===== src/design/mrifc_pkg.sv =====
// Shared types, codes and constants for the Modbus read-input framer/checker.
// Used by mrifc_tx, mrifc_rx and modbus_read_input_framer_checker.
package mrifc_pkg;

  localparam logic       CMD_REQUEST     = 1'b0;
  localparam logic       CMD_RX_BYTE     = 1'b1;
  localparam logic       KIND_TX         = 1'b0;
  localparam logic       KIND_VERDICT    = 1'b1;
  localparam logic [1:0] STATUS_OK       = 2'd0;
  localparam logic [1:0] STATUS_SHORT    = 2'd1;
  localparam logic [1:0] STATUS_BAD_HDR  = 2'd2;
  localparam logic [7:0] FUNC_READ_INPUT = 8'h04;
  localparam logic [15:0] CRC_INIT       = 16'hFFFF;
  localparam logic [15:0] CRC_POLY       = 16'hA001;
  localparam int         MIN_RESPONSE    = 7;
  localparam logic [7:0] SLAVE_ADDR_RST  = 8'd1;

  localparam logic [2:0] IDX_ADDR    = 3'd0;
  localparam logic [2:0] IDX_FUNC    = 3'd1;
  localparam logic [2:0] IDX_START_H = 3'd2;
  localparam logic [2:0] IDX_START_L = 3'd3;
  localparam logic [2:0] IDX_QTY_H   = 3'd4;
  localparam logic [2:0] IDX_QTY_L   = 3'd5;
  localparam logic [2:0] IDX_CRC_L   = 3'd6;
  localparam logic [2:0] IDX_CRC_H   = 3'd7;

  typedef struct packed {
    logic        cmd;
    logic [15:0] start_register;
    logic [15:0] quantity;
    logic [7:0]  rx_byte;
    logic        rx_last;
  } in_word_t;

  typedef struct packed {
    logic        kind;
    logic [7:0]  tx_byte;
    logic        tx_last;
    logic [1:0]  status;
    logic [15:0] read_value;
  } out_word_t;

  typedef struct packed {
    logic       en;
    logic [7:0] data;
    logic       last;
  } rx_step_t;

  typedef struct packed {
    logic [1:0]  status;
    logic [15:0] read_value;
  } verdict_t;

  function automatic logic [15:0] crc_update(input logic [15:0] crc, input logic [7:0] b);
    logic [15:0] c;
    c = crc ^ {8'd0, b};
    for (int i = 0; i < 8; i++) begin
      if (c[0]) begin
        c = (c >> 1) ^ CRC_POLY;
      end else begin
        c = c >> 1;
      end
    end
    return c;
  endfunction

endpackage


===== src/design/mrifc_rx.sv =====
// Response checker: counts received bytes, keeps header and value bytes,
// and forms the verdict for the marked last byte. Depends on mrifc_pkg.
module mrifc_rx #(
  parameter int RX_BUFFER_BYTES = 256
) (
  input  logic                clk,
  input  logic                rst_n,
  input  mrifc_pkg::rx_step_t step,
  input  logic [7:0]          slave_address,
  output mrifc_pkg::verdict_t verdict
);
  import mrifc_pkg::*;

  localparam int CNT_W = $clog2(RX_BUFFER_BYTES + 1);

  logic [CNT_W-1:0] count_r, count_nxt;
  logic [7:0] addr_r, addr_nxt;
  logic [7:0] func_r, func_nxt;
  logic [7:0] val_hi_r, val_hi_nxt;
  logic [7:0] val_lo_r, val_lo_nxt;

  always_comb begin
    count_nxt  = count_r;
    addr_nxt   = addr_r;
    func_nxt   = func_r;
    val_hi_nxt = val_hi_r;
    val_lo_nxt = val_lo_r;
    if (count_r < CNT_W'(RX_BUFFER_BYTES)) begin
      if (count_r == CNT_W'(0)) addr_nxt = step.data;
      if (count_r == CNT_W'(1)) func_nxt = step.data;
      if (count_r == CNT_W'(3)) val_hi_nxt = step.data;
      if (count_r == CNT_W'(4)) val_lo_nxt = step.data;
      count_nxt = count_r + CNT_W'(1);
    end
  end

  always_comb begin
    verdict.read_value = 16'd0;
    if (count_nxt < CNT_W'(MIN_RESPONSE)) begin
      verdict.status = STATUS_SHORT;
    end else if (addr_nxt != slave_address || func_nxt != FUNC_READ_INPUT) begin
      verdict.status = STATUS_BAD_HDR;
    end else begin
      verdict.status     = STATUS_OK;
      verdict.read_value = {val_hi_nxt, val_lo_nxt};
    end
  end

  always_ff @(posedge clk) begin
    if (!rst_n) begin
      count_r  <= '0;
      addr_r   <= 8'd0;
      func_r   <= 8'd0;
      val_hi_r <= 8'd0;
      val_lo_r <= 8'd0;
    end else if (step.en) begin
      if (step.last) begin
        count_r  <= '0;
        addr_r   <= 8'd0;
        func_r   <= 8'd0;
        val_hi_r <= 8'd0;
        val_lo_r <= 8'd0;
      end else begin
        count_r  <= count_nxt;
        addr_r   <= addr_nxt;
        func_r   <= func_nxt;
        val_hi_r <= val_hi_nxt;
        val_lo_r <= val_lo_nxt;
      end
    end
  end

endmodule


===== config.mk =====
export PLATFORM = sky130hd
export DESIGN_NAME = mrifc_rx
export DESIGN_NICKNAME = d
export VERILOG_FILES = /design/src/design/mrifc_pkg.sv /design/src/design/mrifc_rx.sv
export SDC_FILE = /design/constraint.sdc
export NUM_CORES = 1
export LEC_CHECK = 0
export BUFFER_PORTS_ARGS = -buffer_cell sky130_fd_sc_hd__buf_2
export CORE_ASPECT_RATIO = 2
export CORE_MARGIN = 1
export CORE_UTILIZATION = 45
export DETAILED_ROUTE_END_ITERATION = 16
export GPL_TIMING_DRIVEN = 0
export PLACE_DENSITY_LB_ADDON = 0.08
export SETUP_SLACK_MARGIN = 0.3
export SKIP_LAST_GASP = 1
export SYNTH_ARGS = -nofsm -noshare
export SYNTH_HDL_FRONTEND = slang
export SYNTH_SLANG_ARGS = --single-unit

===== constraint.sdc =====
create_clock -name clk -period 3.2 [get_ports clk]
set_input_delay 0.48 -clock clk [delete_from_list [all_inputs] [get_ports clk]]
set_output_delay 0.48 -clock clk [all_outputs]
set_load 0.005 [all_outputs]

==> results.cfg, run 1 <==
[routing]
vias = 2602
vias_per_cell = 6.07
drc = 0
drt_first_pass_iters = 4
drt_wl_total_um = 8190
wire_per_inst_um = 19.1
drtIter0Drc = 125
ant_nets = 0

[pwr]
swShare_pct = 27.1
clkPwrFrac_pct = 41.7
power_frac_seq_pct = 43.8
powerDensity_nw_per_um2 = 339
leakagePower_nw = 1.41
p_comb_share_pct = 14.5
p_sw_mw = 0.323
p_int_mw = 0.869
ir_drop_mv = 0.401

[global_routing]
grt_usage_pct = 26.2
antenna_found_initial = 0
grt_max_degree = 14
grt_overflow = 0
grt_pass1_vias = 2511
grt_pass1_wl_um = 12700

[placement]
placed_cell_area_um2 = 2870
dp_hpwl_um = 5360
gp_congestion = 0.843
numPortBuffers = 29

[die]
start_util_pct = 46.4
rows = 39
die_area_um2 = 6220
io_pins = 38
die_h_um = 111
core_um2 = 5710
die_width_um = 56.3

[synthesis]
yosysMostFrequentCell = dfxtp_1
async_reset_ff_share_pct = 0
synth-seq-cells = 41
synth_area_leaders = dfxtp_1 (31%), nor2b_1 (7.8%), mux2i_1 (5.7%)
seq_area_frac_synth_pct = 31.0
synth_edf_count = 0
synthFlopType = dfxtp_1
yosys_warnings = 0
synthesis.nets = 330
synth.avg_cell_area_um2 = 8.63
synth_cell_types = 47
netlist_top_cells_count = dfxtp_1 (41), nor2b_1 (33), clkbuf_1 (20), nand2_1 (19), a32oi_1 (16)
syn_inst = 307
yosys.area.top_type = dfxtp_1
syn-cell-area_um2 = 2650
netlist.area_leader.share_pct = 31.0

[critical_path]
path_class = reg -> out
slowest_stage = or4b_4
cp-start-kind = flop
worst_path_largest_cell_delay_ns = 0.50
path_cells = inv_2 > ha_4 > or4b_4 > o21ai_4 > a21oi_2 > a2111o_1 > buf_6 > buf_12 > nor4_4 > buf_2
path_buf_inv = 4
critPathRequiredTime_ns = 2.72
arrival_ns = 2.56
crit_family = simple AND/OR/NAND/NOR gates
cp-end-kind = primary output
worstPathMaxFanout = 7

[cts]
clk_pin_slew_ns = 0.06
cts_buffers = 5
cts.sinks = 41
cts_tree = built
hold_buffers = 0
clock_latency_ns = 0.28
h-tree-depth = 2
cts_buffer_depth = 2
clock-root-buffer = clkbuf_16

[timing]
hold_viol_final = 0
finalCriticalPeriod_ns = 3.04
finalCritPeriodShare_pct = 95.1
finalSetupViolCount = 0
max_slew.worst_pin.slew_ns = 0.644
final.setup_skew_ns = 0.00515
fmax_mhz = 329
slew_violations = 0
rsz0062_at_grt = yes
relSlewSlack_pct = 56.8

[final_layout]
drive_gt1_share_pct = 30.7
area_delta_synth_final_pct = 32.8
nets = 390
fin_area_um2 = 3520
post-route-util_pct = 61.6
diodes = 0

[run]
maxCapViolCount = 0

[status]
status = complete, no violations

[worst_hold_path]
hp-class = reg -> reg
==> final cells by class <==
class | count | area (um2)
multi-input combinational | 227 | 1840
sequential | 41 | 828
timing repair buffer | 53 | 393
tap | 61 | 76.3
buffer | 31 | 201
clock buffer | 6 | 129
inverter | 8 | 32.5
clock inverter | 2 | 15.0
fill | 519 | 2190
==> final timing paths <==
path         cells past startpoint  startpoint           to  slack (ns)
min                              2   addr_r[0]    addr_r[0]        0.47
max                             10  count_r[1]   verdict[5]        0.16
min reg2reg                      2   addr_r[0]    addr_r[0]        0.47
max reg2reg                      9  count_r[8]  val_lo_r[7]        0.97
==> power groups by stage <==
stage          sequential (mW)  clock, mW  combinational, mW
2_1_floorplan            0.532          0             0.0895
3_3_place_gp             0.533          0              0.133
3_5_place_dp             0.533          0              0.134
4_1_cts                  0.522      0.505              0.154
5_1_grt                  0.523      0.518              0.187
6_report                 0.522      0.498              0.173
==> kinds of logic after synthesis <==
logic type      share of synthesized area, %
compound gates                          18.8
xor+xnor                                3.31
buf+inv                                 7.32
mux                                     6.09
simple gates                            32.0
fa+ha+maj                               1.42
flops                                   31.0
==> state kept, by name, summed over array words and instances, names as in the netlist <==
signal and cells:
func_r 8, val_hi_r 8, count_r 9, val_lo_r 8, addr_r 8
==> worst reg2reg max path, cell delays in order (launching register included) <==
cell and delay, ns:
dfxtp_2 0.31, buf_6 0.11, nor4_4 0.28, buf_4 0.16
and4_2 0.21, buf_2 0.27, and2_1 0.17, clkbuf_1 0.32
a32oi_1 0.17, nor2b_1 0.16
==> layer usage <==
layer  vias up  wire length [um]  global-route usage [%]
li1       1253                 -                       -
met2        72              4530                    47.2
met4         0               334                    14.0
met5         -                 0                       0
met3        25               271                    3.75
met1      1252              3050                    28.4
==> repair_timing <==
action,4_1_cts,5_1_grt
buffers inserted,15,6
endpoints found under the setup margin,18,18
gates resized for setup,40,24
cloned,1,2
pin swaps,27,4
==> cell usage in the layout (no fill, tap or decap), drive strengths merged, types with 8 or more instances in the layout <==
| cell type | Yosys | layout |
|---|---|---|
| nor2b | 33 | 33 |
| dfxtp | 41 | 41 |
| a21boi | 10 | 10 |
| nand3 | 12 | 12 |
| nor2 | 13 | 13 |
| a22oi | 13 | 13 |
| inv | 8 | 8 |
| o21ai | 11 | 11 |
| xor2 | 9 | 9 |
| mux2i | 15 | 15 |
| a32oi | 16 | 16 |
| clkbuf | 21 | 28 |
| nand2 | 19 | 19 |
| nor4 | 21 | 21 |
| a21oi | 8 | 8 |
| buf | 10 | 62 |
==> metrics by stage <==
step,setup TNS (ns),setup WS [ns],total power [mW],instances,hold WS (ns)
6_report,0,0.157,1.19,429,0.472
5_1_grt,0,0.119,1.23,429,0.501
4_1_cts,0,0.186,1.18,421,0.477
3_5_place_dp,-0.376,-0.0454,0.667,397,0.468
3_3_place_gp,-0.372,-0.0441,0.666,397,0.463
2_1_floorplan,0,0.504,0.621,307,0.449
Note: power is estimated with default switching activity, not from simulation.
==> inputs of run 2 (changes only) <==
--- a/config.mk
+++ b/config.mk
@@ -6,9 +6,11 @@
 export NUM_CORES = 1
 export LEC_CHECK = 0
 export BUFFER_PORTS_ARGS = -buffer_cell sky130_fd_sc_hd__buf_2
+export CELL_PAD_IN_SITES_DETAIL_PLACEMENT = 0
+export CELL_PAD_IN_SITES_GLOBAL_PLACEMENT = 1
 export CORE_ASPECT_RATIO = 2
-export CORE_MARGIN = 1
-export CORE_UTILIZATION = 45
+export CORE_MARGIN = 3
+export CORE_UTILIZATION = 43
 export DETAILED_ROUTE_END_ITERATION = 16
 export GPL_TIMING_DRIVEN = 0
 export PLACE_DENSITY_LB_ADDON = 0.08
==> results.cfg, run 2 (synthesized netlist as in run 1, its figures left out) <==
[final_layout]
diodes = 0
drive_gt1_share_pct = 27.9
area_delta_synth_final_pct = 28.3
final_cells = 419
largest_reg_flops = 9
fin_area_um2 = 3400
final_cell_mix = dfxtp_1 (37), nor2b_1 (33), buf_2 (32)
nets = 380
max_flop_register = count_r
layout_commonest_cell = dfxtp_1

[placement]
dp_hpwl_um = 5680
placed_cell_area_um2 = 2870
numPortBuffers = 29
dp_cells = 397
gp_congestion = 0.832

[pwr]
ir_drop_mv = 0.290
power_mw = 1.28
powerDensity_nw_per_um2 = 378
leakagePower_nw = 1.35

[die]
io_pins = 38
die_width_um = 61.5
die_area_um2 = 7190
rows = 39
core_um2 = 5860
start_util_pct = 45.2
die_h_um = 117

[timing]
max_slew.worst_pin.slew_ns = 0.645
finalCriticalPeriod_ns = 3.02
relSlewSlack_pct = 56.7
slew_violations = 0
finalCritPeriodShare_pct = 94.2
hold_viol_final = 0
finalSetupViolCount = 0
rsz0062_at_grt = yes
final.setup_skew_ns = 0.00883
fmax_mhz = 332

[routing]
vias = 2522
drtIter0Drc = 122
ant_nets = 0
drt_wl_total_um = 8090
vias_per_cell = 6.02
wire_per_inst_um = 19.3
drc = 0
drt_first_pass_iters = 4

[global_routing]
busiest_layer = met2
grt_pass1_vias = 2513
grt_usage_pct = 24.2
grt_overflow = 0
grt_max_degree = 13
grt_use_met1_pct = 27.5
grt_use_met3_pct = 3.51
antenna_found_initial = 0
grtUsageMet2_pct = 44.0
grt_pass1_wl_um = 13000

[cts]
clk_pin_slew_ns = 0.06
clock-root-buffer = clkbuf_16
cts.sinks = 41
hold_buffers = 0
cts_tree = built
clock_latency_ns = 0.29
cts_buffers = 5
h-tree-depth = 2
cts_buffer_depth = 2

[critical_path]
worstPathMaxFanout = 6
path_class = reg -> out
cp-end-kind = primary output
critPathRequiredTime_ns = 2.72
arrival_ns = 2.54
cp-start-kind = flop

[worst_hold_path]
hp-class = reg -> reg

[status]
status = complete, no violations

[run]
maxCapViolCount = 0
run 2: worst paths after layout:
path                       to  cells past startpoint  slack (ns)        from
setup / recovery  verdict[15]                     10        0.18  count_r[0]
hold / removal      addr_r[0]                      2        0.47   addr_r[0]
setup reg to reg  val_lo_r[3]                      9        1.00  count_r[8]
hold reg to reg     addr_r[0]                      2        0.47   addr_r[0]
run 2: what timing repair did:
| item | CTS | global route |
|---|---|---|
| pin swaps | 24 | 5 |
| cloned | 1 | 0 |
| setup buffers | 11 | 2 |
| gates resized for setup | 42 | 4 |
| setup endpoints to repair | 18 | 18 |
run 2: metal layers:
layer / vias to the layer above / share of wire [%]
met2: 55 / 56
met1: 1224 / 40
met3: 11 / 2.7
met5: - / 0
met4: 0 / 2.2
li1: 1232 / -
run 2: critical path: stages, from the launching register on:
cell      delay, ns
dfxtp_4        0.37
inv_4          0.07
ha_4           0.15
or4b_4         0.48
o21ai_2        0.12
a21oi_1        0.07
a2111o_1       0.40
buf_6          0.15
buf_12         0.14
nor4_2         0.14
buf_2          0.16
run 2: area by class of cell:
class,instances,area [um2]
timing repair buffer,43,287
multi-input combinational,227,1820
clock buffer,7,143
fill,520,2460
clock inverter,1,30.0
buffer,31,181
inverter,8,32.5
sequential,41,828
tap,61,76.3
run 2: per-stage QoR:
step / hold WS [ns] / TNS, ns / setup WS (ns) / util (%)
3_5_place_dp: 0.470 / -1.37 / -0.156 / 49.0
2_1_floorplan: 0.449 / 0 / 0.504 / -
4_1_cts: 0.478 / 0 / 0.183 / 57.4
6_report: 0.474 / 0 / 0.185 / 58.1
5_1_grt: 0.505 / 0 / 0.0456 / 58.1
3_3_place_gp: 0.462 / -1.63 / -0.180 / 49.0
run 2: power by group:
group | leakage (nW) | switching [mW] | internal, mW
logic | 0.931 | 0.104 | 0.0566
registers | 0.333 | 0.00559 | 0.516
clock network | 0.0841 | 0.211 | 0.390
==> inputs of run 3 (changes only) <==
==> constraint.sdc (replaced) <==
create_clock -name clk -period 3.2 [get_ports clk]
set_input_delay 0.96 -clock clk [delete_from_list [all_inputs] [get_ports clk]]
set_output_delay 0.96 -clock clk [all_outputs]
set_load 0.1 [all_outputs]
==> results.cfg, run 3 (synthesized netlist as in run 1, its figures left out) <==
[status]
status = complete, but fails checks
violations = negative setup slack

[cts]
h-tree-depth = 2
clock_latency_ns = 0.29
cts_tree = built
clk_pin_slew_ns = 0.06
cts_buffer_depth = 2
cts.sinks = 41
cts_buffers = 5
clock-root-buffer = clkbuf_16

[timing]
fmax_mhz = 259
finalCriticalPeriod_ns = 3.87
setup_ws_ns = -0.667
final.setup_skew_ns = 0.00579
slew_violations = 0
hold_viol_final = 0
rsz0062_at_grt = yes
finalCritPeriodShare_pct = 121
relSlewSlack_pct = 57.1
finalSetupViolCount = 18
max_slew.worst_pin.slew_ns = 0.640

[final_layout]
nets = 378
area_delta_synth_final_pct = 41.5
max_flop_register = count_r
largest_reg_flops = 9
diodes = 0
layout_commonest_cell = dfxtp_1
drive_gt1_share_pct = 30.3
final_cell_mix = dfxtp_1 (39), nor2b_1 (33), buf_6 (20)

[pwr]
powerDensity_nw_per_um2 = 348
ir_drop_mv = 0.310
power_mw = 1.31
leakagePower_nw = 1.51

[die]
io_pins = 38
die_width_um = 61.5
core_um2 = 5860
rows = 39
start_util_pct = 45.2
die_area_um2 = 7190
die_h_um = 117

[routing]
vias_per_cell = 5.90
drt_first_pass_iters = 4
ant_nets = 0
vias = 2462
wire_per_inst_um = 19.2
drc = 0
drt_wl_total_um = 8020
drtIter0Drc = 113

[critical_path]
path_class = in -> out
critPathLaunch = step[5]
r2r-start = count_r[6]
critPathRequiredTime_ns = 2.24
worstPathMaxFanout = 5
arrival_ns = 2.91
cp-start-kind = input port
cp-end-kind = primary output

[worst_hold_path]
hp-class = reg -> reg
min_from = addr_r[2]

[run]
maxCapViolCount = 0

[global_routing]
grt_pass1_vias = 2463
grt_overflow = 0
grt_max_degree = 14
grt_pass1_wl_um = 13000
antenna_found_initial = 0
grt_usage_pct = 24.6

[placement]
dp_hpwl_um = 5730
gp_congestion = 0.840
numPortBuffers = 29
dp_slack_ns = -1.13
-- run 3: stage by stage --
stage | area (um2) | hold slack [ns] | setup TNS (ns) | utilization [%] | instances
2_1_floorplan | 2940 | 0.449 | -17.75 | - | 307
3_3_place_gp | 3160 | 0.461 | -17.29 | 54.0 | 397
3_5_place_dp | 3160 | 0.470 | -17.64 | 54.0 | 397
4_1_cts | 3710 | 0.479 | -9.64 | 63.4 | 414
5_1_grt | 3750 | 0.492 | -11.25 | 64.0 | 417
6_report | 3750 | 0.479 | -9.98 | 64.0 | 417
-- run 3: worst max-delay path, stage by stage --
cell,delay (ns)
clkbuf_16,0.14
xor2_2,0.14
nor3_2,0.26
nand3_1,0.11
a2111o_1,0.46
buf_12,0.15
buf_12,0.13
nor4_4,0.28
buf_6,0.27
-- run 3: timing repair --
action                                  4_1_cts  5_1_grt
hold buffers                                  0        0
buffers inserted                              8        3
gates cloned                                  1        0
endpoints found under the setup margin       18       18
hold endpoints to repair                      0        0
gates resized for setup                      67        6
pin swaps                                    17        9
-- run 3: power breakdown --
part | total [mW] | switching [mW] | internal (mW)
sequential | 0.522 | 0.00537 | 0.517
combinational | 0.180 | 0.111 | 0.0689
clock | 0.603 | 0.214 | 0.389
-- run 3: cell type report --
class / instances / area, um2
Timing Repair Buffer: 41 / 422
Tap cell: 61 / 76.3
Fill cell: 497 / 2110
Buffer: 31 / 292
Multi-Input combinational cell: 227 / 1930
Clock buffer: 6 / 139
Inverter: 8 / 30.0
Clock inverter: 2 / 37.5
Sequential cell: 41 / 823
-- run 3: metal layers --
metal | vias to the layer above | wire length, um | part of all wire, % | track usage (%)
met3 | 17 | 269 | 3.4 | 3.95
met1 | 1162 | 2980 | 37 | 27.6
met5 | - | 0 | 0 | 0
li1 | 1226 | - | - | -
met4 | 0 | 308 | 3.8 | 10.3
met2 | 57 | 4460 | 56 | 43.8
-- run 3: path summary, 6_finish.rpt --
check                      to  slack (ns)  cells after the start
hold / removal      addr_r[2]        0.48                      2
hold reg to reg     addr_r[2]        0.48                      2
setup / recovery  verdict[13]       -0.67                      9
setup reg to reg  val_lo_r[6]        1.07                      8
